[src/rtl/multi_axis_step_generator_defines.svh]
// ----------------------------------------------------------------------------
// Assertion macros for the multi-axis step generator
// Shared property forms, clocked on the rising edge, off while in reset.
// ----------------------------------------------------------------------------
`ifndef MULTI_AXIS_STEP_GENERATOR_DEFINES_SVH
`define MULTI_AXIS_STEP_GENERATOR_DEFINES_SVH

// Same-cycle implication
`define MSG_ASSERT_IMPL(lbl, clk, rstn, ante, cons) \
  lbl: assert property (@(posedge clk) disable iff (!rstn) (ante) |-> (cons)) \
    else $error("assertion failed: same-cycle implication");

// Next-cycle implication
`define MSG_ASSERT_NEXT(lbl, clk, rstn, ante, cons) \
  lbl: assert property (@(posedge clk) disable iff (!rstn) (ante) |=> (cons)) \
    else $error("assertion failed: next-cycle implication");

`endif

[src/rtl/msg_pkg.sv]
// ----------------------------------------------------------------------------
// msg_pkg
// Types and fixed constants of the multi-axis step generator.
// ----------------------------------------------------------------------------
`timescale 1ns / 1ps

package msg_pkg;

  localparam int NUM_AXES    = 3;
  localparam int IN_W        = 24;
  localparam int DELAY_W     = 16;
  localparam int ACCEL_W     = 8;
  localparam int CFG_IDX_W   = 2;
  localparam int CFG_DATA_W  = 16;
  localparam int QUEUE_DEPTH = 4;

  localparam logic [DELAY_W-1:0] DELAY_MAX = '1;

  localparam logic [DELAY_W-1:0] START_DELAY_RST  = 16'd1000;
  localparam logic [DELAY_W-1:0] CRUISE_DELAY_RST = 16'd200;
  localparam logic [ACCEL_W-1:0] ACCEL_STEP_RST   = 8'd1;

  // Item kind as carried on the input channel
  typedef enum logic {
    KIND_START = 1'b0,
    KIND_TICK  = 1'b1
  } kind_e;

  // Configuration register indexes
  typedef enum logic [CFG_IDX_W-1:0] {
    REG_START_DELAY  = 2'd0,
    REG_CRUISE_DELAY = 2'd1,
    REG_ACCEL_STEP   = 2'd2
  } reg_idx_e;

  // Configuration register set
  typedef struct packed {
    logic [DELAY_W-1:0] start_delay;
    logic [DELAY_W-1:0] cruise_delay;
    logic [ACCEL_W-1:0] accel_step;
  } cfg_t;

  // Fixed-width part of a classified item
  typedef struct packed {
    kind_e               kind;
    logic [NUM_AXES-1:0] dir;
    logic [NUM_AXES-1:0] home;
    logic [NUM_AXES-1:0] rear;
    logic [DELAY_W-1:0]  ramp_cfg;
  } item_hdr_t;

endpackage

[src/rtl/msg_front.sv]
// ----------------------------------------------------------------------------
// msg_front
// Classifies input transfers: step magnitudes, directions, major count and
// ramp length bound, then pushes the item into the queue.
// ----------------------------------------------------------------------------
`timescale 1ns / 1ps

module msg_front #(
  parameter int STEP_BITS = 24
) (
  input  logic                              in_valid_i,
  output logic                              in_stall_o,
  input  logic                              kind_i,
  input  logic signed [msg_pkg::IN_W-1:0]   delta_x_i,
  input  logic signed [msg_pkg::IN_W-1:0]   delta_y_i,
  input  logic signed [msg_pkg::IN_W-1:0]   delta_z_i,
  input  logic [msg_pkg::NUM_AXES-1:0]      home_switches_i,
  input  logic [msg_pkg::NUM_AXES-1:0]      rear_switches_i,
  input  msg_pkg::cfg_t                     cfg_i,
  input  logic                              q_full_i,
  output logic                              push_o,
  output msg_pkg::item_hdr_t                hdr_o,
  output logic [STEP_BITS-1:0]              major_o,
  output logic [msg_pkg::NUM_AXES*STEP_BITS-1:0] abs_o
);
  import msg_pkg::*;

  localparam int AW = (STEP_BITS > IN_W) ? STEP_BITS : IN_W;
  localparam logic [AW-1:0] STEP_MAX = AW'((64'd1 << STEP_BITS) - 64'd1);

  logic [IN_W-1:0]      delta [NUM_AXES];
  logic [IN_W-1:0]      mag   [NUM_AXES];
  logic [AW-1:0]        mag_ext [NUM_AXES];
  logic [STEP_BITS-1:0] mag_sat [NUM_AXES];
  logic [STEP_BITS-1:0] major;

  assign delta[0] = delta_x_i;
  assign delta[1] = delta_y_i;
  assign delta[2] = delta_z_i;

  // Take magnitudes, clip to the step range, find the major count
  always_comb begin
    major = '0;
    for (int i = 0; i < NUM_AXES; i++) begin
      mag[i]     = delta[i][IN_W-1] ? (~delta[i] + IN_W'(1)) : delta[i];
      mag_ext[i] = AW'(mag[i]);
      mag_sat[i] = (mag_ext[i] > STEP_MAX) ? STEP_MAX[STEP_BITS-1:0]
                                            : mag_ext[i][STEP_BITS-1:0];
      if (mag_sat[i] > major) begin
        major = mag_sat[i];
      end
    end
  end

  // Pack the classified item
  always_comb begin
    hdr_o.kind = kind_e'(kind_i);
    for (int i = 0; i < NUM_AXES; i++) begin
      hdr_o.dir[i] = !delta[i][IN_W-1] && (|delta[i]);
      abs_o[i*STEP_BITS +: STEP_BITS] = mag_sat[i];
    end
    hdr_o.home     = home_switches_i;
    hdr_o.rear     = rear_switches_i;
    hdr_o.ramp_cfg = (cfg_i.start_delay > cfg_i.cruise_delay)
                   ? (cfg_i.start_delay - cfg_i.cruise_delay) : '0;
  end

  assign major_o    = major;
  assign in_stall_o = q_full_i;
  assign push_o     = in_valid_i && !q_full_i;

endmodule

[src/rtl/msg_fifo.sv]
// ----------------------------------------------------------------------------
// msg_fifo
// Short queue between the classifying front and the executing back.
// ----------------------------------------------------------------------------
`timescale 1ns / 1ps

module msg_fifo #(
  parameter int WIDTH = 8,
  parameter int DEPTH = 4
) (
  input  logic             clk_i,
  input  logic             rst_ni,
  input  logic             push_i,
  input  logic [WIDTH-1:0] wdata_i,
  input  logic             pop_i,
  output logic [WIDTH-1:0] rdata_o,
  output logic             valid_o,
  output logic             full_o
);

  localparam int PTR_W = (DEPTH > 1) ? $clog2(DEPTH) : 1;
  localparam logic [PTR_W:0] DEPTH_CNT = (PTR_W + 1)'(DEPTH);

  logic [WIDTH-1:0] slot_q [DEPTH];
  logic [PTR_W-1:0] wr_ptr_q, wr_ptr_d;
  logic [PTR_W-1:0] rd_ptr_q, rd_ptr_d;
  logic [PTR_W:0]   count_q, count_d;

  // Advance pointers and occupancy
  always_comb begin
    wr_ptr_d = wr_ptr_q;
    rd_ptr_d = rd_ptr_q;
    count_d  = count_q;
    if (push_i) begin
      wr_ptr_d = (wr_ptr_q == PTR_W'(DEPTH - 1)) ? '0 : wr_ptr_q + PTR_W'(1);
    end
    if (pop_i) begin
      rd_ptr_d = (rd_ptr_q == PTR_W'(DEPTH - 1)) ? '0 : rd_ptr_q + PTR_W'(1);
    end
    if (push_i && !pop_i) begin
      count_d = count_q + (PTR_W + 1)'(1);
    end else if (pop_i && !push_i) begin
      count_d = count_q - (PTR_W + 1)'(1);
    end
  end

  always_ff @(posedge clk_i or negedge rst_ni) begin
    if (!rst_ni) begin
      wr_ptr_q <= '0;
      rd_ptr_q <= '0;
      count_q  <= '0;
    end else begin
      wr_ptr_q <= wr_ptr_d;
      rd_ptr_q <= rd_ptr_d;
      count_q  <= count_d;
    end
  end

  // Store the pushed item
  always_ff @(posedge clk_i) begin
    if (push_i) begin
      slot_q[wr_ptr_q] <= wdata_i;
    end
  end

  assign rdata_o = slot_q[rd_ptr_q];
  assign valid_o = (count_q != '0);
  assign full_o  = (count_q == DEPTH_CNT);

endmodule

[src/rtl/msg_back.sv]
// ----------------------------------------------------------------------------
// msg_back
// Executes queued items: loads moves, times steps, runs the per-axis
// Bresenham accumulators, checks limit switches and ramps the step delay.
// ----------------------------------------------------------------------------
`timescale 1ns / 1ps

module msg_back #(
  parameter int STEP_BITS = 24
) (
  input  logic                              clk_i,
  input  logic                              rst_ni,
  input  msg_pkg::cfg_t                     cfg_i,
  input  logic                              q_valid_i,
  input  msg_pkg::item_hdr_t                hdr_i,
  input  logic [STEP_BITS-1:0]              major_i,
  input  logic [msg_pkg::NUM_AXES*STEP_BITS-1:0] abs_i,
  output logic                              pop_o,
  output logic                              out_valid_o,
  input  logic                              out_stall_i,
  output logic [msg_pkg::NUM_AXES-1:0]      step_pulses_o,
  output logic [msg_pkg::NUM_AXES-1:0]      directions_o,
  output logic                              motors_enabled_o,
  output logic                              busy_res_o,
  output logic                              limit_stop_o
);
  import msg_pkg::*;

  localparam int SB = STEP_BITS;
  localparam int RW = (SB > DELAY_W) ? SB : DELAY_W;

  // Move state
  logic [DELAY_W-1:0]  delay_q, delay_d;
  logic [DELAY_W-1:0]  elapsed_q, elapsed_d;
  logic [SB-1:0]       acc_q [NUM_AXES];
  logic [SB-1:0]       acc_d [NUM_AXES];
  logic [SB-1:0]       abs_q [NUM_AXES];
  logic [SB-1:0]       abs_d [NUM_AXES];
  logic [NUM_AXES-1:0] dir_q, dir_d;
  logic [SB-1:0]       major_q, major_d;
  logic [SB-1:0]       accel_until_q, accel_until_d;
  logic [SB-1:0]       decel_from_q, decel_from_d;
  logic [SB:0]         steps_q, steps_d;
  logic                moving_q, moving_d;

  // Result register
  logic                out_valid_q, out_valid_d;
  logic [NUM_AXES-1:0] pulses_q, pulses_d;
  logic                stop_q, stop_d;

  // Tick datapath
  logic [DELAY_W-1:0]  elapsed_inc;
  logic                fire;
  logic [SB:0]         sum   [NUM_AXES];
  logic [SB:0]         wrap  [NUM_AXES];
  logic [NUM_AXES-1:0] hit;
  logic [NUM_AXES-1:0] blocked;
  logic                stopped;
  logic                do_accel;
  logic                do_decel;
  logic [DELAY_W:0]    accel_ext;
  logic [DELAY_W-1:0]  delay_dec;
  logic [DELAY_W:0]    delay_sum;
  logic [DELAY_W-1:0]  delay_inc;
  logic [SB:0]         steps_inc;

  // Start datapath
  logic [RW-1:0]       ramp_bound;
  logic [RW-1:0]       major_half;
  logic [RW-1:0]       ramp;

  // Take a queued item whenever the result register is free or being drained
  assign pop_o = q_valid_i && (!out_valid_q || !out_stall_i);

  // Step timing, accumulators and delay ramp
  always_comb begin
    elapsed_inc = (elapsed_q == DELAY_MAX) ? DELAY_MAX : elapsed_q + DELAY_W'(1);
    fire        = (elapsed_inc >= delay_q);
    for (int i = 0; i < NUM_AXES; i++) begin
      sum[i]     = {1'b0, acc_q[i]} + {1'b0, abs_q[i]};
      hit[i]     = (sum[i] >= {1'b0, major_q});
      wrap[i]    = sum[i] - {1'b0, major_q};
      blocked[i] = hit[i] && (dir_q[i] ? hdr_i.rear[i] : hdr_i.home[i]);
    end
    stopped   = |blocked;
    // An abort sets the step count one past the major count
    do_accel  = !stopped && (steps_q < {1'b0, accel_until_q});
    do_decel  = stopped || (steps_q >= {1'b0, decel_from_q});
    accel_ext = (DELAY_W + 1)'(cfg_i.accel_step);
    delay_dec = ({1'b0, delay_q} > accel_ext + (DELAY_W + 1)'(1))
              ? delay_q - DELAY_W'(cfg_i.accel_step) : DELAY_W'(1);
    delay_sum = {1'b0, delay_q} + accel_ext;
    delay_inc = delay_sum[DELAY_W] ? DELAY_MAX : delay_sum[DELAY_W-1:0];
    steps_inc = (stopped ? {1'b0, major_q} : steps_q) + (SB + 1)'(1);
  end

  // Ramp length of a new move
  always_comb begin
    ramp_bound = RW'(hdr_i.ramp_cfg);
    major_half = RW'(major_i >> 1);
    ramp       = (ramp_bound > major_half) ? major_half : ramp_bound;
  end

  // Next move state
  always_comb begin
    delay_d       = delay_q;
    elapsed_d     = elapsed_q;
    acc_d         = acc_q;
    abs_d         = abs_q;
    dir_d         = dir_q;
    major_d       = major_q;
    accel_until_d = accel_until_q;
    decel_from_d  = decel_from_q;
    steps_d       = steps_q;
    moving_d      = moving_q;
    pulses_d      = '0;
    stop_d        = 1'b0;
    if (pop_o) begin
      unique case (hdr_i.kind)
        KIND_START: begin
          for (int i = 0; i < NUM_AXES; i++) begin
            abs_d[i] = abs_i[i*SB +: SB];
            acc_d[i] = '0;
          end
          dir_d         = hdr_i.dir;
          major_d       = major_i;
          delay_d       = cfg_i.start_delay;
          accel_until_d = ramp[SB-1:0];
          decel_from_d  = major_i - ramp[SB-1:0];
          steps_d       = '0;
          elapsed_d     = DELAY_MAX;
          moving_d      = (major_i != '0);
        end
        KIND_TICK: begin
          if (moving_q) begin
            elapsed_d = elapsed_inc;
            if (fire) begin
              elapsed_d = '0;
              for (int i = 0; i < NUM_AXES; i++) begin
                acc_d[i] = hit[i] ? wrap[i][SB-1:0] : sum[i][SB-1:0];
              end
              pulses_d = hit & ~blocked;
              stop_d   = stopped;
              if (do_accel) begin
                delay_d = delay_dec;
              end else if (do_decel) begin
                delay_d = delay_inc;
              end
              steps_d  = steps_inc;
              moving_d = !stopped && (steps_inc < {1'b0, major_q});
            end
          end
        end
        default: begin
          moving_d = moving_q;
        end
      endcase
    end
  end

  // Hold the result until it is taken
  always_comb begin
    if (pop_o) begin
      out_valid_d = 1'b1;
    end else if (out_stall_i) begin
      out_valid_d = out_valid_q;
    end else begin
      out_valid_d = 1'b0;
    end
  end

  always_ff @(posedge clk_i or negedge rst_ni) begin
    if (!rst_ni) begin
      delay_q       <= '0;
      elapsed_q     <= '0;
      dir_q         <= '0;
      major_q       <= '0;
      accel_until_q <= '0;
      decel_from_q  <= '0;
      steps_q       <= '0;
      moving_q      <= 1'b0;
      out_valid_q   <= 1'b0;
      for (int i = 0; i < NUM_AXES; i++) begin
        acc_q[i] <= '0;
        abs_q[i] <= '0;
      end
    end else begin
      delay_q       <= delay_d;
      elapsed_q     <= elapsed_d;
      dir_q         <= dir_d;
      major_q       <= major_d;
      accel_until_q <= accel_until_d;
      decel_from_q  <= decel_from_d;
      steps_q       <= steps_d;
      moving_q      <= moving_d;
      out_valid_q   <= out_valid_d;
      acc_q         <= acc_d;
      abs_q         <= abs_d;
    end
  end

  // Result payload
  always_ff @(posedge clk_i) begin
    if (pop_o) begin
      pulses_q <= pulses_d;
      stop_q   <= stop_d;
    end
  end

  logic [NUM_AXES-1:0] dir_out_q;
  logic                en_q;

  always_ff @(posedge clk_i) begin
    if (pop_o) begin
      dir_out_q <= dir_d;
      en_q      <= moving_d;
    end
  end

  assign out_valid_o      = out_valid_q;
  assign step_pulses_o    = pulses_q;
  assign directions_o     = dir_out_q;
  assign motors_enabled_o = en_q;
  assign busy_res_o       = en_q;
  assign limit_stop_o     = stop_q;

endmodule

[src/rtl/multi_axis_step_generator.sv]
// ----------------------------------------------------------------------------
// multi_axis_step_generator
// Three-axis Bresenham step generator with a trapezoid delay ramp.
// ----------------------------------------------------------------------------
// Usage:
//   Input channel (in_valid_i / in_stall_o): kind_i = 0 starts a move with
//   signed counts delta_x/y/z; kind_i = 1 is one time tick. Switch levels
//   travel with every transfer and are checked on ticks that step.
//   Output channel (out_valid_o / out_stall_i): exactly one result per input
//   transfer, in order: step pulses, direction bits, driver enable, busy and
//   limit abort flag.
//   Configuration: cfg_we_i writes cfg_wdata_i into register cfg_idx_i
//   (0 start delay, 1 cruise delay, 2 accel step); other indexes are ignored.
//   Write only while the block is idle.
//   A result is registered: the item is first written into the queue, then
//   popped into the result register, which holds it until it is taken.
//   Throughput: one item per cycle while out_stall_i is low; the step logic
//   updates all move state at once, so items follow each other with no gap.
//   Reset: configuration takes its defaults, the move is idle, the queue and
//   result register are empty.
//   Stall: the result register holds while out_stall_i is high; the
//   four-entry queue keeps taking items until it fills, then in_stall_o rises.
// ----------------------------------------------------------------------------
`timescale 1ns / 1ps
`include "multi_axis_step_generator_defines.svh"

module multi_axis_step_generator #(
  parameter int STEP_BITS = 24
) (
  input  logic                              clk_i,
  input  logic                              rst_ni,
  input  logic                              cfg_we_i,
  input  logic [msg_pkg::CFG_IDX_W-1:0]     cfg_idx_i,
  input  logic [msg_pkg::CFG_DATA_W-1:0]    cfg_wdata_i,
  input  logic                              in_valid_i,
  output logic                              in_stall_o,
  input  logic                              kind_i,
  input  logic signed [msg_pkg::IN_W-1:0]   delta_x_i,
  input  logic signed [msg_pkg::IN_W-1:0]   delta_y_i,
  input  logic signed [msg_pkg::IN_W-1:0]   delta_z_i,
  input  logic [msg_pkg::NUM_AXES-1:0]      home_switches_i,
  input  logic [msg_pkg::NUM_AXES-1:0]      rear_switches_i,
  output logic                              out_valid_o,
  input  logic                              out_stall_i,
  output logic [msg_pkg::NUM_AXES-1:0]      step_pulses_o,
  output logic [msg_pkg::NUM_AXES-1:0]      directions_o,
  output logic                              motors_enabled_o,
  output logic                              busy_res_o,
  output logic                              limit_stop_o
);
  import msg_pkg::*;

  localparam int HDR_W  = $bits(item_hdr_t);
  localparam int ITEM_W = HDR_W + (NUM_AXES + 1) * STEP_BITS;

  cfg_t cfg_q, cfg_d;

  logic                          push;
  logic                          pop;
  logic                          q_valid;
  logic                          q_full;
  item_hdr_t                     f_hdr;
  logic [STEP_BITS-1:0]          f_major;
  logic [NUM_AXES*STEP_BITS-1:0] f_abs;
  logic [ITEM_W-1:0]             q_wdata;
  logic [ITEM_W-1:0]             q_rdata;
  item_hdr_t                     b_hdr;
  logic [STEP_BITS-1:0]          b_major;
  logic [NUM_AXES*STEP_BITS-1:0] b_abs;

  // Configuration writes
  always_comb begin
    cfg_d = cfg_q;
    if (cfg_we_i) begin
      unique case (cfg_idx_i)
        REG_START_DELAY:  cfg_d.start_delay  = cfg_wdata_i;
        REG_CRUISE_DELAY: cfg_d.cruise_delay = cfg_wdata_i;
        REG_ACCEL_STEP:   cfg_d.accel_step   = cfg_wdata_i[ACCEL_W-1:0];
        default:          cfg_d = cfg_q;
      endcase
    end
  end

  always_ff @(posedge clk_i or negedge rst_ni) begin
    if (!rst_ni) begin
      cfg_q.start_delay  <= START_DELAY_RST;
      cfg_q.cruise_delay <= CRUISE_DELAY_RST;
      cfg_q.accel_step   <= ACCEL_STEP_RST;
    end else begin
      cfg_q <= cfg_d;
    end
  end

  // Front: classify input transfers
  msg_front #(
    .STEP_BITS(STEP_BITS)
  ) u_front (
    .in_valid_i      (in_valid_i),
    .in_stall_o      (in_stall_o),
    .kind_i          (kind_i),
    .delta_x_i       (delta_x_i),
    .delta_y_i       (delta_y_i),
    .delta_z_i       (delta_z_i),
    .home_switches_i (home_switches_i),
    .rear_switches_i (rear_switches_i),
    .cfg_i           (cfg_q),
    .q_full_i        (q_full),
    .push_o          (push),
    .hdr_o           (f_hdr),
    .major_o         (f_major),
    .abs_o           (f_abs)
  );

  assign q_wdata = {f_hdr, f_major, f_abs};

  // Queue between front and back
  msg_fifo #(
    .WIDTH(ITEM_W),
    .DEPTH(QUEUE_DEPTH)
  ) u_fifo (
    .clk_i   (clk_i),
    .rst_ni  (rst_ni),
    .push_i  (push),
    .wdata_i (q_wdata),
    .pop_i   (pop),
    .rdata_o (q_rdata),
    .valid_o (q_valid),
    .full_o  (q_full)
  );

  assign b_hdr   = item_hdr_t'(q_rdata[ITEM_W-1 -: HDR_W]);
  assign b_major = q_rdata[NUM_AXES*STEP_BITS +: STEP_BITS];
  assign b_abs   = q_rdata[NUM_AXES*STEP_BITS-1:0];

  // Back: carry out moves and ticks
  msg_back #(
    .STEP_BITS(STEP_BITS)
  ) u_back (
    .clk_i            (clk_i),
    .rst_ni           (rst_ni),
    .cfg_i            (cfg_q),
    .q_valid_i        (q_valid),
    .hdr_i            (b_hdr),
    .major_i          (b_major),
    .abs_i            (b_abs),
    .pop_o            (pop),
    .out_valid_o      (out_valid_o),
    .out_stall_i      (out_stall_i),
    .step_pulses_o    (step_pulses_o),
    .directions_o     (directions_o),
    .motors_enabled_o (motors_enabled_o),
    .busy_res_o       (busy_res_o),
    .limit_stop_o     (limit_stop_o)
  );

  // Checks
  `MSG_ASSERT_IMPL(a_pop_needs_item, clk_i, rst_ni, pop, q_valid)
  `MSG_ASSERT_IMPL(a_abort_ends_move, clk_i, rst_ni, out_valid_o && limit_stop_o, !motors_enabled_o && !busy_res_o)
  `MSG_ASSERT_NEXT(a_pop_fills_result, clk_i, rst_ni, pop, out_valid_o)
  `MSG_ASSERT_IMPL(a_stall_only_full, clk_i, rst_ni, in_stall_o, q_valid)

endmodule
[config.mk]
export PLATFORM = sky130hd
export DESIGN_NAME = multi_axis_step_generator
export DESIGN_NICKNAME = d
export VERILOG_FILES = /design/src/rtl/msg_pkg.sv /design/src/rtl/msg_front.sv /design/src/rtl/msg_fifo.sv /design/src/rtl/msg_back.sv /design/src/rtl/multi_axis_step_generator.sv
export VERILOG_INCLUDE_DIRS = /design/src /design/src/rtl
export SDC_FILE = /design/constraint.sdc
export NUM_CORES = 2
export LEC_CHECK = 0
export ABC_AREA = 1
export ABC_CLOCK_PERIOD_IN_PS = 6400
export BUFFER_PORTS_ARGS = -buffer_cell sky130_fd_sc_hd__clkbuf_2
export CORE_MARGIN = 2
export CORE_UTILIZATION = 58
export DETAILED_ROUTE_END_ITERATION = 16
export GPL_ROUTABILITY_DRIVEN = 0
export PLACE_DENSITY = 0.78
export SLEW_MARGIN = 0
export SYNTH_ARGS = -nofsm -noshare
export SYNTH_HDL_FRONTEND = slang
export SYNTH_SLANG_ARGS = --single-unit
[constraint.sdc]
create_clock -name clk_i -period 6.4 [get_ports clk_i]
set_clock_uncertainty 0.2 [all_clocks]
set_input_delay 0.32 -clock clk_i [delete_from_list [all_inputs] [get_ports clk_i]]
set_output_delay 0.32 -clock clk_i [all_outputs]
set_load 0.02 [all_outputs]
==> summary.txt <==
Status
  • Outcome: finished, violations left
  • Failing checks: setup timing

Routing
  • 1st-iter DRT viols: 4232
  • Via count: 42000
  • Drc violations: 0
  • Drt pass-1 iters: 6
  • Drt total wl: 141 mm
  • Vias/cell: 5.90
  • Routed length per placed instance: 19.8 um
  • Routed Antenna Nets: 0

CTS
  • # clock sinks: 820
  • Clk_lat worst skew: 660 ps
  • Clk pin slew, worst setup/hold paths: around 60 ps
  • Clock Tree Buf Depth: 3
  • CTS tree: yes
  • Number of CTS-inserted buffers: between 80 and 90
  • H-tree Lvls: 3
  • Root Driver: clkbuf_16

Worst setup path
  • Worst EP arrival: 6810 ps
  • Kind of critical path: flop to flop
  • Setup crit end kind: flop
  • Crit path max fanout: 8
  • Top cell by count, worst path: nand2_1
  • Slowest CP cell: dfrtp_1
  • CP peak stage delay: 410 ps
  • Startpoint types: flop
  • Critical Path RT: 6600 ps

Synth
  • Synth Flop Type: edfxtp_1
  • Synth warnings: 0
  • Syn_area_per_cell: 8.72 um^2
  • Netlist cell types: 63
  • Count leader, synth: nand2_1
  • Post-synth top area cell: edfxtp_1
  • Ys async rst share: 39.5%
  • Sequential area share after synthesis: 47.6%
  • Flop and latch count out of synthesis: 820
  • Post-synth design cell area: 48300 um^2
  • Synth cell count leaders: 1088 x nand2_1, 698 x nor2_1, 587 x o21ai_0
  • Gate count after technology mapping: 5540
  • Yosys top cell area share: 30.8%
  • Largest cells by area after synthesis: edfxtp_1 31%, dfrtp_1 16%, ha_1 9.6%, nand2_1 8.5%, o21ai_0 6.1%
  • Number of synthesized flops with an enable pin: 496

STA
  • Fin worst setup slack: -212 ps
  • F_max: 151 MHz
  • Final worst-path cycle share: 103%
  • Min Clock Period, post-route: 6610 ps
  • Relative slew margins: 29.3%
  • Final Hold Vio Count: 0
  • Final Max Tran Viols: 0
  • RSZ-0062 raised after global routing: yes
  • Hold slack: between 2 and 2.5 ps
  • Worst Max-Slew Pin Slew: 1060 ps
  • Setup Viol. Count Final: 2

Floorplanning
  • DIE HEIGHT: 293 um
  • Site row count: 105
  • Die Area: 85600 um^2
  • Core area: 82200 um^2
  • Initial Util: roughly three fifths
  • Io pins: 113
  • Die X: 293 um

Global routing
  • Global-route wire length before repair: 215 mm
  • Vias in the first global route: 39700
  • GRT Residual Overflow: 0
  • Gr usage total: 31.9%
  • Largest net degree at the start of global routing: 126
  • Initial antenna violation count: 2

Cells and area
  • Layout net count: 6446
  • Share of cells above drive strength 1: between 10 and 15%
  • Fill count: 5990
  • Register area: between 20000 and 25000 um^2
  • Synthesis-to-finish area growth: 17.2%
  • Area of the multi-input gates: 23100 um^2

Place
  • Place WS: -416 ps
  • I/O Buffers: 112
  • DPL Wire Length: 94.6 mm

Run
  • Max-Cap Viols: 0

Hold path
  • Min-Delay Path Class: primary input to flop
==> path summary, 6_finish.rpt <==
path / depth (start not counted) / from / to / slack (ps)
worst max register to register: 51 / u_back.abs_q[2] / u_back.busy_res_o / -210
worst min register to register: 2 / u_back.decel_from_q[9] / u_back.decel_from_q[9] / 290
max in group asynchronous: 3 / rst_ni / u_back.abs_q[71] / 4760
min in group asynchronous: 2 / rst_ni / u_back.acc_q[16] / 40
worst min-delay path: 1 / delta_y_i[0] / u_fifo.slot_q[2][24] / 2
worst max-delay path: 51 / u_back.abs_q[2] / u_back.busy_res_o / -210
==> final cells by class <==
type | count | share of cell area, %
diodes | 1 | 0.00442
clock buffers | 114 | 4.08
clock inverters | 45 | 0.977
inverters | 569 | 3.82
multi-input cells | 3961 | 40.9
flip-flops and latches | 820 | 40.7
well taps | 1070 | 2.36
repair buffers | 526 | 7.20
repair inverters | 1 | 0.0155
==> cell usage in the layout, fill, tap and decap left out, types with 13 or more instances in the layout <==
cell type,instances
a31oi_1,94
a21oi_2,29
o22ai_1,51
ha_4,13
clkbuf_16,88
nand3_1,128
xnor2_1,90
o21ai_0,562
a21oi_1,263
o21ai_2,14
clkbuf_1,21
or2_2,22
nand2_2,27
clkbuf_2,110
nand4_1,58
dlygate4sd3_1,59
clkinv_2,14
inv_2,18
o21ai_1,42
inv_1,545
xor2_1,149
nor3_1,47
nand2_1,1075
buf_4,334
a21o_1,14
nor3_2,15
o211ai_1,28
ha_1,355
nor2_1,685
dfrtp_1,312
edfxtp_1,496
==> kinds of logic (layout without fill, tap and decap cells) <==
family                   count (synthesis)  in the layout  share of synthesized area (%)
flip-flops                             820            820                           47.6
buffers and inverters                  765           1255                           6.06
AND/OR/NAND/NOR                       2132           2132                           18.1
XOR/XNOR                               247            247                           4.48
other                                    1              8                        0.00776
multiplexers                             2              2                         0.0466
adder cells (fa/ha/maj)                380            380                           10.0
AO/OA/AOI/OAI                         1193           1193                           13.7
==> critical path: cells and delay by family (launching register included) <==
family	cells	cell delay, ps
simple gates	31	2690
fa+ha+maj	3	830
xor+xnor	1	170
compound gates	11	1540
flops	1	410
buf+inv	5	500
==> flip-flops by register name (all words and copies together), names as in the netlist <==
| signal | count |
|---|---|
| cfg_q | 40 |
| u_back.abs_q | 72 |
| u_back.acc_q | 72 |
| u_back.accel_until_q | 23 |
| u_back.busy_res_o | 1 |
| u_back.decel_from_q | 24 |
| u_back.delay_q | 16 |
| u_back.dir_q | 3 |
| u_back.directions_o | 3 |
| u_back.elapsed_q | 16 |
| u_back.limit_stop_o | 1 |
| u_back.major_q | 24 |
| u_back.moving_q | 1 |
| u_back.out_valid_o | 1 |
| u_back.step_pulses_o | 3 |
| u_back.steps_q | 25 |
| u_fifo.count_q | 3 |
| u_fifo.rd_ptr_q | 2 |
| u_fifo.slot_q | 488 |
| u_fifo.wr_ptr_q | 2 |
==> metrics by stage <==
| step | utilization [%] | area, um^2 | instances | TNS (ps) |
|---|---|---|---|---|
| finish | 68.8 | 56600 | 7107 | -302 |
| floorplan | - | 48300 | 5546 | -198400 |
| detailed placement | 63.3 | 52100 | 6852 | -18810 |
| global route | 68.8 | 56600 | 7107 | -1310 |
| global placement | 63.3 | 52100 | 6852 | -4690 |
| CTS | 67.8 | 55800 | 7080 | -24.1 |
==> routing by layer <==
layer,track usage [%],wire length [um]
met3,5.32,13200
met2,51.7,64900
met4,16.0,7790
met1,41.8,54900
met5,0,13
==> what timing repair did <==
action,in CTS,in global routing
cloned,0,4
buffers inserted,9,23
endpoints found under the hold margin,281,0
resized for setup,50,138
pin swaps,16,56
setup endpoints to repair,4,105
hold buffers,60,0
Power is left out: the tool's default activity adds up to more than one toggle a clock period on the data nets, which glitch-free logic cannot reach.
